**src/rtl/otec_pkg.sv**
```systemverilog
package otec_pkg;

    localparam int COUNT_BITS_DEFAULT = 24;
    localparam int TOTAL_W = 24;

    localparam logic [7:0] CHR_V     = 8'h76;
    localparam logic [7:0] CHR_F     = 8'h66;
    localparam logic [7:0] CHR_T     = 8'h74;
    localparam logic [7:0] CHR_N     = 8'h6E;
    localparam logic [7:0] CHR_SLASH = 8'h2F;
    localparam logic [7:0] CHR_SPACE = 8'h20;
    localparam logic [7:0] CHR_TAB   = 8'h09;
    localparam logic [7:0] CHR_LF    = 8'h0A;

    typedef enum logic [1:0] {
        LINE_START   = 2'd0,
        LINE_AFTER_V = 2'd1,
        LINE_DISCARD = 2'd2
    } line_phase_t;

    typedef enum logic [1:0] {
        SCAN_IDLE   = 2'd0,
        SCAN_BLANKS = 2'd1,
        SCAN_COUNT  = 2'd2,
        SCAN_DONE   = 2'd3
    } scan_phase_t;

    localparam logic [1:0] ST_OK          = 2'd0;
    localparam logic [1:0] ST_END_AFTER_V = 2'd1;
    localparam logic [1:0] ST_END_IN_FACE = 2'd2;
    localparam logic [1:0] ST_SLASHES     = 2'd3;

    localparam logic [2:0] FK_UNDEF    = 3'd0;
    localparam logic [2:0] FK_POS      = 3'd1;
    localparam logic [2:0] FK_POS_UV   = 3'd2;
    localparam logic [2:0] FK_POS_NRM  = 3'd3;
    localparam logic [2:0] FK_POS_UV_N = 3'd4;

    localparam int CNT_POS  = 0;
    localparam int CNT_UV   = 1;
    localparam int CNT_NRM  = 2;
    localparam int CNT_FACE = 3;

endpackage

```
**src/rtl/obj_text_element_counter.sv**
```systemverilog
// Result: the result word is registered and appears on the master side in the cycle
//   after the end-of-file word (tlast) is accepted; plain bytes produce no word.
// Throughput: one input word per cycle; all line and face-scan state updates together
//   for each accepted word, the only stall is a full result register not taken.
// Reset: aresetn is synchronous, active low; it clears the counters, both
//   phase trackers and the error latch and empties the result register.
module obj_text_element_counter #(
    parameter int COUNT_BITS = otec_pkg::COUNT_BITS_DEFAULT
) (
    input  logic         aclk,
    input  logic         aresetn,
    input  logic         s_tvalid,
    output logic         s_tready,
    input  logic [7:0]   s_tdata,   // [7:0] text_byte
    input  logic         s_tlast,   // end_marker
    output logic         m_tvalid,
    input  logic         m_tready,
    output logic [103:0] m_tdata,   // [2:0] face_kind, [26:3] position_total,
                                    // [50:27] texcoord_total, [74:51] normal_total,
                                    // [98:75] face_total, [103:99] zero
    output logic [1:0]   m_tuser    // [1:0] status
);
    import otec_pkg::*;

    typedef logic [COUNT_BITS-1:0] cnt_t;

    // Parse state
    line_phase_t line_phase_reg, line_phase_next;
    scan_phase_t scan_phase_reg, scan_phase_next;
    logic [1:0]  slash_tally_reg, slash_tally_next;
    logic        last_slash_reg, last_slash_next;
    logic        adjacent_reg, adjacent_next;
    logic [2:0]  face_kind_reg, face_kind_next;
    logic [1:0]  error_reg, error_next;
    cnt_t        count_reg [4];
    cnt_t        count_next [4];

    // Result register
    logic         m_tvalid_reg, m_tvalid_next;
    logic [103:0] m_tdata_reg, m_tdata_next;
    logic [1:0]   m_tuser_reg, m_tuser_next;

    logic               accept;
    logic [7:0]         b;
    logic [1:0]         status;
    logic [TOTAL_W-1:0] wide [4];

    // Take a new word whenever the result register is empty or being drained.
    assign s_tready = !m_tvalid_reg || m_tready;
    assign accept   = s_tvalid && s_tready;
    assign b        = s_tdata;

    assign m_tvalid = m_tvalid_reg;
    assign m_tdata  = m_tdata_reg;
    assign m_tuser  = m_tuser_reg;

    // Low 24 bits of each counter, zero-extended when counters are narrower.
    always_comb begin
        for (int i = 0; i < 4; i++) begin
            wide[i] = TOTAL_W'(count_reg[i]);
        end
    end

    // End-of-file status: a latched error wins, then a face token still open wins over a dangling 'v'.
    always_comb begin
        status = error_reg;
        if (error_reg == ST_OK) begin
            if (scan_phase_reg == SCAN_BLANKS || scan_phase_reg == SCAN_COUNT) begin
                status = ST_END_IN_FACE;
            end else if (line_phase_reg == LINE_AFTER_V) begin
                status = ST_END_AFTER_V;
            end
        end
    end

    always_comb begin
        line_phase_next  = line_phase_reg;
        scan_phase_next  = scan_phase_reg;
        slash_tally_next = slash_tally_reg;
        last_slash_next  = last_slash_reg;
        adjacent_next    = adjacent_reg;
        face_kind_next   = face_kind_reg;
        error_next       = error_reg;
        for (int i = 0; i < 4; i++) begin
            count_next[i] = count_reg[i];
        end

        // Drop the result once taken.
        m_tvalid_next = m_tvalid_reg && !m_tready;
        m_tdata_next  = m_tdata_reg;
        m_tuser_next  = m_tuser_reg;

        if (accept && s_tlast) begin
            // Emit the result and return to the start-of-file state.
            m_tvalid_next = 1'b1;
            m_tuser_next  = status;
            if (status == ST_OK) begin
                m_tdata_next = {5'd0, wide[CNT_FACE], wide[CNT_NRM],
                                wide[CNT_UV], wide[CNT_POS], face_kind_reg};
            end else begin
                m_tdata_next = '0;
            end
            line_phase_next  = LINE_START;
            scan_phase_next  = SCAN_IDLE;
            slash_tally_next = 2'd0;
            last_slash_next  = 1'b0;
            adjacent_next    = 1'b0;
            face_kind_next   = FK_UNDEF;
            error_next       = ST_OK;
            for (int i = 0; i < 4; i++) begin
                count_next[i] = '0;
            end
        end else if (accept && error_reg == ST_OK) begin
            // Face-token scanner
            case (scan_phase_reg)
                SCAN_BLANKS: begin
                    if (b != CHR_SPACE && b != CHR_TAB) begin
                        scan_phase_next = SCAN_COUNT;
                    end
                end
                SCAN_COUNT: begin
                    if (b == CHR_SPACE) begin
                        scan_phase_next = SCAN_DONE;
                        case (slash_tally_reg)
                            2'd0:    face_kind_next = FK_POS;
                            2'd1:    face_kind_next = FK_POS_UV;
                            2'd2:    face_kind_next = adjacent_reg ? FK_POS_NRM
                                                                   : FK_POS_UV_N;
                            default: error_next = ST_SLASHES;
                        endcase
                    end else if (b == CHR_SLASH) begin
                        if (last_slash_reg) begin
                            adjacent_next = 1'b1;
                        end
                        last_slash_next = 1'b1;
                        if (slash_tally_reg != 2'd3) begin
                            slash_tally_next = slash_tally_reg + 2'd1;
                        end
                    end else begin
                        last_slash_next = 1'b0;
                    end
                end
                default: ;
            endcase

            // Line classifier, skipped when the scanner just latched an error
            if (error_next == ST_OK) begin
                unique case (line_phase_reg)
                    LINE_START: begin
                        if (b == CHR_V) begin
                            line_phase_next = LINE_AFTER_V;
                        end else begin
                            if (b == CHR_F) begin
                                if (scan_phase_reg == SCAN_IDLE) begin
                                    scan_phase_next = SCAN_BLANKS;
                                end
                                if (count_reg[CNT_FACE] != '1) begin
                                    count_next[CNT_FACE] = count_reg[CNT_FACE] + cnt_t'(1);
                                end
                            end
                            line_phase_next = LINE_DISCARD;
                        end
                    end
                    LINE_AFTER_V: begin
                        if (b == CHR_SPACE && count_reg[CNT_POS] != '1) begin
                            count_next[CNT_POS] = count_reg[CNT_POS] + cnt_t'(1);
                        end
                        if (b == CHR_T && count_reg[CNT_UV] != '1) begin
                            count_next[CNT_UV] = count_reg[CNT_UV] + cnt_t'(1);
                        end
                        if (b == CHR_N && count_reg[CNT_NRM] != '1) begin
                            count_next[CNT_NRM] = count_reg[CNT_NRM] + cnt_t'(1);
                        end
                        line_phase_next = LINE_DISCARD;
                    end
                    default: begin
                        if (b == CHR_LF) begin
                            line_phase_next = LINE_START;
                        end
                    end
                endcase
            end
        end
    end

    always_ff @(posedge aclk) begin
        if (!aresetn) begin
            line_phase_reg  <= LINE_START;
            scan_phase_reg  <= SCAN_IDLE;
            slash_tally_reg <= 2'd0;
            last_slash_reg  <= 1'b0;
            adjacent_reg    <= 1'b0;
            face_kind_reg   <= FK_UNDEF;
            error_reg       <= ST_OK;
            for (int i = 0; i < 4; i++) begin
                count_reg[i] <= '0;
            end
            m_tvalid_reg    <= 1'b0;
        end else begin
            line_phase_reg  <= line_phase_next;
            scan_phase_reg  <= scan_phase_next;
            slash_tally_reg <= slash_tally_next;
            last_slash_reg  <= last_slash_next;
            adjacent_reg    <= adjacent_next;
            face_kind_reg   <= face_kind_next;
            error_reg       <= error_next;
            for (int i = 0; i < 4; i++) begin
                count_reg[i] <= count_next[i];
            end
            m_tvalid_reg    <= m_tvalid_next;
        end
        m_tdata_reg <= m_tdata_next;
        m_tuser_reg <= m_tuser_next;
    end

endmodule
```
**config.mk**
```make
export PLATFORM = sky130hd
export DESIGN_NAME = obj_text_element_counter
export DESIGN_NICKNAME = d
export VERILOG_FILES = /design/src/rtl/otec_pkg.sv /design/src/rtl/obj_text_element_counter.sv
export SDC_FILE = /design/constraint.sdc
export NUM_CORES = 1
export LEC_CHECK = 0
export BUFFER_PORTS_ARGS = -buffer_cell sky130_fd_sc_hd__buf_2
export CAP_MARGIN = 25
export CELL_PAD_IN_SITES_DETAIL_PLACEMENT = 0
export CELL_PAD_IN_SITES_GLOBAL_PLACEMENT = 1
export CORE_MARGIN = 10
export CORE_UTILIZATION = 49
export DETAILED_ROUTE_END_ITERATION = 10
export HOLD_SLACK_MARGIN = 0.03
export PLACE_DENSITY_LB_ADDON = 0.25
export SLEW_MARGIN = 20
export SYNTH_ARGS = -nofsm -noshare
export SYNTH_HDL_FRONTEND = slang
export SYNTH_SLANG_ARGS = --single-unit
```
**constraint.sdc**
```tcl
create_clock -name aclk -period 17.7 [get_ports aclk]
set_clock_uncertainty 0.05 [all_clocks]
set_input_delay 1.77 -clock aclk [delete_from_list [all_inputs] [get_ports aclk]]
set_output_delay 1.77 -clock aclk [all_outputs]
set_load 0.005 [all_outputs]
```
# --- Word-level counts from Yosys, hierarchy flattened ---
# Memory sizes are Yosys's and may differ from the RTL's.
# Cells that the tools add are included.
word_totals:
  ff_bits: 120
  mem_bits_rw: 96
  output_inout_bits: 108
  mem_count: 1
op_classes:
  add_sub_neg: 5
  n_eq_ne: 19
  mux: 40
  bitwise: 6
  n_reduce_logical: 27
memory_table:
  columns: ["memory", "depth", "word_bits", "rd", "rd_ports_with_merged_regs", "write_ports", "line_no", "text"]
  rows:
  - ["count_reg", 4, 24, 4, 0, 4, "obj_text_element_counter.sv:35", "cnt_t count_reg [4];"]
ops:
  columns: ["op", "n"]
  rows:
  - ["two-way mux 96 bit", 3]
  - ["two-way mux 24 bit", 11]
  - ["adder 24 x 1 -> 24 bit (second input constant)", 4]
  - ["inequality test 24 bit (second input constant)", 4]
  - ["two-way mux 72 bit", 1]
  - ["two-way mux 2 bit", 17]
  - ["== test 8 x 7 -> 1 bit (second input constant)", 4]
  - ["== test 8 x 6 -> 1 bit (second input constant)", 2]
  - ["logical NOT 2 bit", 6]
  - ["AND reduction 5 bit", 2]
  - ["one-hot mux 3 bit (3 select lines)", 1]
  - ["== test 8 x 4 -> 1 bit (second input constant)", 1]
  - ["logical AND 1 bit", 8]
  - ["inequality test 8 x 4 -> 1 bit (second input constant)", 1]
  - ["inequality test 8 x 6 -> 1 bit (second input constant)", 1]
  - ["one-hot mux 2 bit (2 select lines)", 2]
  - ["== test 2 x 1 -> 1 bit (second input constant)", 3]
  - ["AND reduction 3 bit", 2]
  - ["nonzero test 3 bit", 2]
  - ["== test 2 bit (second input constant)", 2]
  - ["two-way mux 1 bit", 4]
  - ["OR 1 bit", 4]
  - ["AND reduction 4 bit", 1]
  - ["two-way mux 3 bit", 1]
  - ["other kinds (7)", 10]

# --- Logic depth before layout (Yosys ltp) ---
# Gate-level depths: netlist of run 1.
logic_depth:
  word_depth: 12
  depth_mapped: 9

# --- Least setup slack after synthesis of run 1 ---
# OpenSTA, ideal clock, no wires.
synth_timing:
  kind: "in2reg"
  startpoint: "in m_tready"
  endpoint: "reg m_tdata_reg[0] (netlist: m_tdata[0]) (enable)"
  setup_time_ns: 0.687
  arrival_time_ns: 8.731
  required_ns: 16.963
  slack_ns: 8.232
  stages: 2
  path_cell_list: "nor2b_1 > nor3_1"
synth_via:
  elab_chain_len: 3
synth_lines:
  columns: ["element", "line_no", "text"]
  rows:
  - ["start: declaration", "obj_text_element_counter.sv:17", "input logic m_tready,"]
  - ["logical OR 1 bit", "obj_text_element_counter.sv:49", "assign s_tready = !m_tvalid_reg || m_tready;"]
  - ["logical AND 1 bit", "obj_text_element_counter.sv:50", "assign accept = s_tvalid && s_tready;"]
  - ["logical AND 1 bit", "obj_text_element_counter.sv:93", "if (accept && s_tlast) begin"]
  - ["end signal: assignment", "obj_text_element_counter.sv:212", "m_tdata_reg <= m_tdata_next;"]
  - ["end: declaration", "obj_text_element_counter.sv:40", "logic [103:0] m_tdata_reg, m_tdata_next;"]
# No other way between the ends.
# A chain may end at the register's enable or synchronous reset.

# --- Final worst setup path of run 1 ---
layout_timing:
  startpoint: "in m_tready"
  endpoint: "out s_tready"
layout_via:
  elab_chain_len: 1
layout_lines:
  columns: ["element", "line_no", "text"]
  rows:
  - ["logical OR 1 bit", "obj_text_element_counter.sv:49", null]
  - ["end: declaration", "obj_text_element_counter.sv:13", "output logic s_tready,"]
# No other way between the ends.

==> run_results.csv, run 1 <==
group,metric,value,unit
drt,via_count,7372,
floorplanning,die_h,160,microns
pwr,leakagePower,3.72,nW
pwr,internal_power,0.786,mW
layout,drive_gt1_share,16.4,%
job,cap_violations,0,
critical_path,worst_path_max_delay_cell,"nor2b_1",
drt,viasPerCell,5.55,
logic_synthesis,synth_ff_type,"dfxtp_1",
critical_path,cpPeakStageDelay,450,ps
floorplanning,start_util,49.5,%
logic_synthesis,syn-cell-area,9570,sq um
critical_path,cpMostUsedCell,"buf_2",
global_route,grt_pass1_wl,35600,microns
logic_synthesis,synth_area_per_cell,10.2,sq um
cts,ctsHoldBuffers,0,
logic_synthesis,post-synth-top-count-cell,"dfxtp_1",
logic_synthesis,synth_seq_cells,211,
floorplanning,die_w,160,microns
cts,cts_resized,0,
sta,final.setup.tns,0,ps
logic_synthesis,ys_warn_count,0,
sta,tightest_slew,997,ps
floorplanning,num_rows,51,
pwr,power_frac_seq,52.7,%
pwr,ir_drop,78.4,uV
sta,setup-violations-final,0,
drt,finalWirelength,21500,microns
drt,wl_per_cell,16.2,microns
drt,drt_iter0_drc,425,
layout,regArea,5240,sq um
global_route,overflow,0,
logic_synthesis,netlist_top_cells_count,"dfxtp_1, edfxtp_1, and2_1, a21oi_1, nand2_1",
logic_synthesis,synth.area.top_cells,"edfxtp_1, dfxtp_1, and2_1",
global_route,grt_pass1_vias,6942,
sta,rsz0062_at_grt,"no",
cts,cts.path.max_buffers,3,
drt,first_pass_iters,5,
pwr,pwr-share-clk,43.9,%
layout,multi_input_area,4090,sq um
cts,cts-root-buf,"clkbuf_16",
critical_path,crit_arrival,2690,ps
layout,n_fill_cell,1748,
sta,max_freq,222,MHz
sta,drv_slew,0,
logic_synthesis,synth_top_area_share,31.7,%
placement,io_buffers,115,
sta,hold_violations,0,
critical_path,end_kind,"primary output",
cts,clock_latency,500,ps
layout,final_area,11100,sq um
floorplanning,boundaryPins,121,
cts,post_cts_buffers,0,
drt,remaining_drc_errors,0,
sta,slew_headroom,32.9,%
cts,path_clk_slew,60,ps
global_route,grt_usage,16.3,%
drt,ant_nets,0,
placement,globalplace.congestion,0.774,
layout,largest_reg_flops,99,
cts,cts_max_level,1,
pwr,p_total,0.994,mW
logic_synthesis,synth_edf_count,101,
layout,area_delta_synth_final,15.5,%
pwr,power_density,89.9,nW/um^2
logic_synthesis,syn_inst,943,
pwr,share_comb_of_total_power,3.4,%
sta,final.min_clock_period,4510,ps
cts,cts_made_buffers,23,
logic_synthesis,ys_seq_area_share,54.7,%
placement,hpwlAfterDp,14400,microns
global_route,grt_max_degree,74,
min_path,hold_path.class,"flip-flop to flip-flop",
floorplanning,core,19300,sq um
critical_path,crit_fanout,6,
critical_path,cp_cell_sequence,"buf_2 > nor2b_1 > inv_1 > buf_2",
outcome,status,"completed",
critical_path,critPathLaunchType,"primary input",
global_route,antenna_found_initial,1,
logic_synthesis,synthArstFlopShare,0,%
critical_path,cp.required,15880,ps
sta,post-route-period-util,25.5,%
floorplanning,die_area,25500,sq um
cts,cts.sinks,211,
critical_path,rrSetupSlack,14470,ps
logic_synthesis,synth.distinct_cells,56,
logic_synthesis,synth_area_leader_cell,"edfxtp_1",
critical_path,path_class,"primary input to primary output",
placement,placedInstanceArea,10400,sq um
pwr,swShare,20.9,%
layout,fin_nets,1070,
cts,cts_tree,"built",
pwr,p_sw,0.208,mW
## worst paths after layout
| path | endpoint | cells past startpoint | from |
|---|---|---|---|
| max | s_tready | 4 | m_tready |
| min | face_kind_reg[2] | 2 | face_kind_reg[2] |
| min reg2reg | face_kind_reg[2] | 2 | face_kind_reg[2] |
| max reg2reg | m_tdata[14] | 7 | scan_phase_reg[0] |
## layer usage
| layer | up-vias | global-route usage [%] | wire, microns |
|---|---|---|---|
| met5 | - | 0 | 0 |
| met3 | 30 | 3.34 | 1210 |
| met4 | 0 | 4.25 | 379 |
| met1 | 3465 | 21.5 | 10100 |
| li1 | 3735 | - | - |
| met2 | 142 | 26.8 | 9840 |
## worst max-delay path: cells and delay by family
kind	cells	cell delay [ps]
simple gates	1	450
buf+inv	3	470
## power groups by stage
| stage | Sequential [mW] | Combinational, mW | Clock [mW] |
|---|---|---|---|
| finish | 0.524 | 0.0337 | 0.436 |
| global placement | 0.534 | 0.0344 | 0 |
| floorplan | 0.538 | 0.0145 | 0 |
| global route | 0.524 | 0.0380 | 0.467 |
| CTS | 0.524 | 0.0350 | 0.448 |
| detailed placement | 0.534 | 0.0349 | 0 |
## metrics by stage
stage	worst slack (ps)	cells	hold WS (ps)	util, %
detailed placement	13200	1286	406	53.6
global placement	13270	1286	403	53.6
CTS	13200	1326	418	57.1
floorplan	8230	947	392	-
finish	13190	1328	415	57.2
global route	13070	1328	471	57.2
## cell usage in the layout, fill, tap and decap left out, types with 4 or more instances in the layout
cell	synthesis	layout
nand4b_1	5	5
o21a_1	7	7
buf_4	5	8
nand3_1	40	40
or4_1	32	32
clkinv_1	0	5
clkbuf_1	37	6
buf_2	2	116
and2_1	93	93
inv_1	20	20
nand3b_1	5	5
ha_1	10	10
nor4_1	19	19
a21oi_1	70	70
and3_1	18	18
o21ai_0	36	36
nand2_1	64	64
nor3_1	21	19
xnor2_1	4	4
clkbuf_16	0	23
nand4_1	31	31
mux2i_1	18	18
nand2b_1	13	13
o31ai_1	24	23
a31o_2	6	6
or2_2	5	5
a211oi_1	8	8
nor2_1	48	48
and4_1	8	8
dfxtp_1	110	110
or3_1	34	34
clkbuf_8	0	4
conb_1	1	5
edfxtp_1	101	101
## area by class of cell
type                    instances  area share, %
diodes                          1         0.0226
clock buffers                  33           5.91
clock inverters                 7          0.260
inverters                      20          0.679
multi-input cells             667           37.0
flip-flops and latches        211           47.4
well taps                     265           3.00
repair buffers                124           5.80
## kinds of logic (layout without fill, tap and decap cells)
family                     after synthesis  count (layout)  share of synthesized area [%]
xor gates and xnor gates                 6               6                          0.549
and+or+nand+nor                        453             453                           27.2
other                                    1               6                         0.0392
adders and majority gates               10              10                           1.31
DFF                                    211             211                           54.7
buffers and inverters                   69             184                           3.01
muxes                                   18              18                           1.88
AOI/OAI and AO/OA                      175             175                           11.3
Power figures use the tool's default switching activity.
==> run 2: changes to the inputs <==
Settings changed: CORE_UTILIZATION 49 to 45.
Clock period 17.7 ns to 4.39 ns, I/O delays scaled along.
==> run 2 against run 1 <==
  * Combinational power rose to 4.2 times the previous value
  * Die area rose by 7.8%
  * Cell count rose by 0.60%
  * Global-route usage fell by 0.88 points
  * Power rose to 4.0 times the previous value
  * Largest power group unchanged
  * Highest routed layer unchanged
==> run_results.csv, run 2 (synthesized netlist as in run 1, its figures left out) <==
group,metric,value,unit
drt,viasPerCell,5.47,
global_route,overflow,0,
drt,first_pass_iters,5,
critical_path,cpPeakStageDelay,900,ps
cts,cts.sinks,211,
layout,n_fill_cell,1962,
global_route,grt_pass1_vias,6927,
critical_path,cpLargestDelayFamily,"simple AND/OR/NAND/NOR gates",
critical_path,worstPathBufferInverterCount,0,
floorplanning,die_w,166,microns
global_route,grt_max_degree,75,
critical_path,critPathLaunchType,"flip-flop",
drt,remaining_drc_errors,0,
layout,final_common_cell,"buf_2",
sta,setup-violations-final,0,
layout,largest_reg_flops,99,
placement,hpwlAfterDp,15200,microns
drt,drt_iter0_drc,412,
global_route,grt_pass1_wl,36500,microns
layout,area_delta_synth_final,15.6,%
global_route,grt_usage,15.4,%
cts,cts.path.max_buffers,3,
cts,path_clk_slew,60,ps
drt,wl_per_cell,16.4,microns
floorplanning,boundaryPins,121,
cts,cts_made_buffers,22,
floorplanning,num_rows,53,
critical_path,worst_path_max_delay_cell,"or4_1",
job,cap_violations,0,
critical_path,cp.required,4770,ps
layout,final_cell_mix,"buf_2, dfxtp_1, edfxtp_1, and2_1, a21oi_1",
layout,multi_input_area,4100,sq um
drt,finalWirelength,21900,microns
sta,slew_headroom,32.4,%
sta,tightest_slew,1000,ps
layout,fin_nets,1068,
drt,ant_nets,0,
placement,io_buffers,115,
pwr,ir_drop,263,uV
layout,antennaDiodeCount,0,
cts,cts_tree,"built",
sta,hold_violations,0,
layout,regArea,5240,sq um
layout,final_area,11100,sq um
sta,setup_slack,1200,ps
floorplanning,core,21000,sq um
layout,drive_gt1_share,16.3,%
critical_path,crit_fanout,17,
placement,post-place-ws,1220,ps
placement,globalplace.congestion,0.782,
critical_path,path_class,"flip-flop to flip-flop",
placement,placedInstanceArea,10400,sq um
sta,final.min_clock_period,3190,ps
global_route,antenna_found_initial,0,
pwr,p_total,3.96,mW
pwr,leakagePower,3.71,nW
sta,post-route-period-util,72.7,%
critical_path,end_kind,"flip-flop",
cts,ctsHoldBuffers,0,
floorplanning,die_area,27500,sq um
min_path,hold_path.class,"primary input to flip-flop",
drt,via_count,7314,
cts,clock_latency,500,ps
critical_path,rrSetupSlack,1200,ps
cts,cts_resized,0,
critical_path,crit_arrival,3570,ps
critical_path,cpMostUsedCell,"or4_1",
sta,rsz0062_at_grt,"no",
cts,cts_max_level,1,
cts,cts-root-buf,"clkbuf_16",
floorplanning,die_h,166,microns
sta,drv_slew,0,
outcome,status,"completed",
critical_path,cp_cell_sequence,"nor2_1 > nand4_1 > or4_1 > or4_1 > a21oi_1",
sta,final.setup.tns,0,ps
cts,post_cts_buffers,0,
pwr,power_density,358,nW/um^2
sta,max_freq,313,MHz
floorplanning,start_util,45.7,%
==> run 2: cell types whose count changed in the layout (fill, tap and decap cells not counted), sizes merged <==
| cell | previous run | this run |
|---|---|---|
| clkinv | 7 | 4 |
| diode | 1 | 0 |
| clkinvlp | 0 | 1 |
| clkbuf | 33 | 35 |
| buf | 124 | 123 |
==> run 2: final timing paths <==
kind / start / end / cells after the start
min: aresetn / m_tvalid / 2
max: error_reg[1] / count_reg[0][67] / 5
max reg2reg: error_reg[1] / count_reg[0][67] / 5
min reg2reg: face_kind_reg[2] / face_kind_reg[2] / 2
==> run 2: layout make-up <==
cell class | count | area share [%]
flip-flops and latches | 211 | 47.3
multi-input cells | 667 | 37.1
repair buffers | 123 | 5.97
clock buffers | 35 | 5.61
well taps | 275 | 3.11
inverters | 20 | 0.679
clock inverters | 5 | 0.249
==> run 2: where the power goes <==
group          switching [mW]  internal (mW)  total [mW]
Clock                   0.742          0.969        1.71
Sequential             0.0106           2.10        2.11
Combinational          0.0913         0.0487       0.140
==> run 2: metrics by stage <==
step                instances  util, %  hold WS (ps)
finish                   1336     52.8           177
global route             1336     52.8           177
CTS                      1336     52.8           153
detailed placement       1296     49.7           417
global placement         1296     49.7           405
floorplan                 947        -           392
==> run 2: worst register-to-register path, stage by stage, from the launching register on <==
cell and delay (ps):
dfxtp_1 450, nor2_1 370, nand4_1 670, or4_1 900, or4_1 550, a21oi_1 140
==> run 2: metal layers <==
layer  up-vias  track usage (%)  share of wire, %
li1       3717                -                 -
met1      3448             20.9                48
met2       122             24.7                46
met3        27             3.27               4.5
met4         0             3.54               1.8
met5         -                0                 0
==> run 3: changes to the inputs <==
Settings changed: ABC_AREA set to 1, CORE_UTILIZATION 45 to 39.
Clock period 4.39 ns to 2.6 ns, I/O delays scaled along.
==> run 3 against run 2 <==
  * Cell count grew 44%
  * Critical path type unchanged
  * Largest power group unchanged
  * First-iteration DRC count decreased by 1.5%
  * Maximum frequency rose by 32%
  * Power is 80% higher
  * Clock-buffer cell count fell by 6
  * Area after synthesis grew 13%
  * Sequential power rose by 68%
  * Routed wire length increased by 24%
  * Cell area grew 13%
==> run_results.csv, run 3 <==
group,metric,value,unit
placement,io_buffers,115,
global_route,grt-busiest-layer,"met2",
logic_synthesis,synth.area.top_cells,"edfxtp_1, dfxtp_1, nand2_1",
sta,drv_slew,0,
drt,remaining_drc_errors,0,
sta,timing.hold.ws,137,ps
sta,post-route-period-util,93.1,%
sta,rsz0062_at_grt,"no",
sta,final.setup.tns,0,ps
global_route,met3_usage,3.03,%
min_path,min_from,"m_tready",
cts,cts.path.max_buffers,3,
cts,cts_tree,"built",
critical_path,crit_fanout,13,
critical_path,r2r-start,"scan_phase_reg[0]",
drt,first_pass_iters,5,
placement,hpwlAfterDp,19700,microns
placement,placedInstanceArea,11800,sq um
drt,finalWirelength,27200,microns
global_route,grt_pass1_wl,44900,microns
layout,area_delta_synth_final,16.2,%
floorplanning,die_area,34700,sq um
drt,ant_nets,0,
layout,final_area,12500,sq um
cts,path_clk_slew,60,ps
floorplanning,num_rows,60,
critical_path,end_kind,"flip-flop",
logic_synthesis,netlist_top_cells_count,"nand2_1, nor2_1, inv_1, nand3_1, dfxtp_1",
drt,drt_iter0_drc,406,
layout,fin_nets,1554,
floorplanning,core,27100,sq um
sta,tightest_slew,589,ps
sta,max_freq,413,MHz
critical_path,path_class,"flip-flop to flip-flop",
cts,cts-root-buf,"clkbuf_16",
floorplanning,die_w,186,microns
sta,hold_violations,0,
drt,viasPerCell,4.71,
cts,cts.sinks,211,
logic_synthesis,synthArstFlopShare,0,%
layout,multi_input_area,4650,sq um
layout,drive_gt1_share,16.5,%
critical_path,rrSetupSlack,180,ps
global_route,grt_usage,15.8,%
logic_synthesis,ys_warn_count,0,
pwr,leakagePower,4.59,nW
sta,setup-violations-final,0,
floorplanning,boundaryPins,121,
critical_path,worstReg2RegEnd,"count_reg[0][26]",
global_route,grt_max_degree,77,
critical_path,cp.required,2930,ps
floorplanning,start_util,39.8,%
logic_synthesis,post-synth-top-count-cell,"nand2_1",
layout,regArea,5240,sq um
critical_path,crit_arrival,2750,ps
sta,slew_headroom,60.7,%
logic_synthesis,synth_seq_cells,211,
critical_path,ff2ff_path_depth,11,
min_path,hold_depth,6,
critical_path,critPathLaunchType,"flip-flop",
placement,dp.cells,1876,
global_route,overflow,0,
logic_synthesis,synth_edf_count,101,
drt,wl_per_cell,14.2,microns
pwr,ir_drop,396,uV
logic_synthesis,synth_ff_type,"dfxtp_1",
global_route,met1_usage,20.5,%
outcome,status,"completed",
pwr,power_density,568,nW/um^2
global_route,antenna_found_initial,2,
cts,cts_max_level,1,
floorplanning,die_h,186,microns
logic_synthesis,ys_seq_area_share,48.6,%
job,cap_violations,0,
logic_synthesis,syn_inst,1409,
cts,cts_made_buffers,24,
logic_synthesis,synth.distinct_cells,43,
drt,via_count,9063,
placement,globalplace.congestion,0.891,
layout,final_cell_mix,"nand2_1, nor2_1, inv_1, nand3_1, buf_2",
min_path,holdPathEnd,"m_tvalid",
layout,n_fill_cell,2792,
logic_synthesis,synth_area_per_cell,7.65,sq um
min_path,hold_path.class,"primary input to flip-flop",
layout,instances_no_fill,1923,
sta,final.min_clock_period,2420,ps
logic_synthesis,synth_area_leader_cell,"edfxtp_1",
logic_synthesis,syn-cell-area,10800,sq um
global_route,grt_pass1_vias,8830,
logic_synthesis,synth_top_area_share,28.1,%
cts,clock_latency,520,ps
layout,final_common_cell,"nand2_1",
cts,post_cts_buffers,0,
global_route,grt_use_met2,26.7,%
layout,largest_reg_flops,99,
run 3: how the worst max path moves through the flow:
stage	startpoint	endpoint	slack, ps	cells past startpoint
after global routing	scan_phase_reg[0]	count_reg[0][28]	20	11
after floorplan	m_tvalid	m_tdata[0]	80	3
final	scan_phase_reg[0]	count_reg[0][26]	180	11
after global placement	scan_phase_reg[0]	count_reg[0][26]	260	11
after detailed placement	scan_phase_reg[0]	count_reg[0][26]	190	11
after CTS	scan_phase_reg[0]	count_reg[0][26]	170	11
run 3: logic make-up after synthesis:
kind of cell    after synthesis  share of synthesized area (%)
other cells                   1                         0.0348
buf+inv                     219                           8.70
simple gates                829                           33.1
fa+ha+maj                    10                           1.16
xor+xnor                     31                           2.52
flops                       211                           48.6
compound gates              108                           5.92
run 3: layout make-up:
| cell class | instances | share of cell area, % |
|---|---|---|
| flip-flops and latches | 211 | 41.8 |
| inverters | 178 | 5.35 |
| diodes | 2 | 0.0400 |
| clock buffers | 29 | 5.20 |
| multi-input cells | 983 | 37.1 |
| repair buffers | 133 | 5.99 |
| clock inverters | 15 | 0.799 |
| well taps | 372 | 3.72 |
run 3: layer usage:
layer | vias to the layer above | share of wire (%)
li1 | 4703 | -
met1 | 4163 | 46
met2 | 168 | 47
met3 | 29 | 5.5
met4 | 0 | 1.5
met5 | - | 0
run 3: through the flow:
step	setup WS [ps]	power [mW]	util, %
after floorplan	84.7	3.80	-
after global placement	264	3.95	43.4
after detailed placement	192	3.95	43.4
after CTS	167	7.24	46.2
after global routing	22.4	7.38	46.2
final	181	7.12	46.2
run 3: report_power, final:
part	switching (mW)	internal (mW)
combinational	0.220	0.0978
clock	1.37	1.88
sequential	0.0171	3.54
total	1.61	5.51
run 3: critical path, cell delays in order, from the launching register on:
cell and delay, ps:
dfxtp_1 350, inv_1 70, ha_1 250, nand2_1 100, inv_1 60, nand3_1 110
nand3_2 100, buf_4 190, nor2_2 490, nand2_2 320, nand2_1 130, a21oi_1 60
run 3: what timing repair did:
action	in CTS	in global routing
hold endpoints to repair	1	0
hold buffers	1	0
gates resized for setup	0	1
endpoints found under the setup margin	0	10
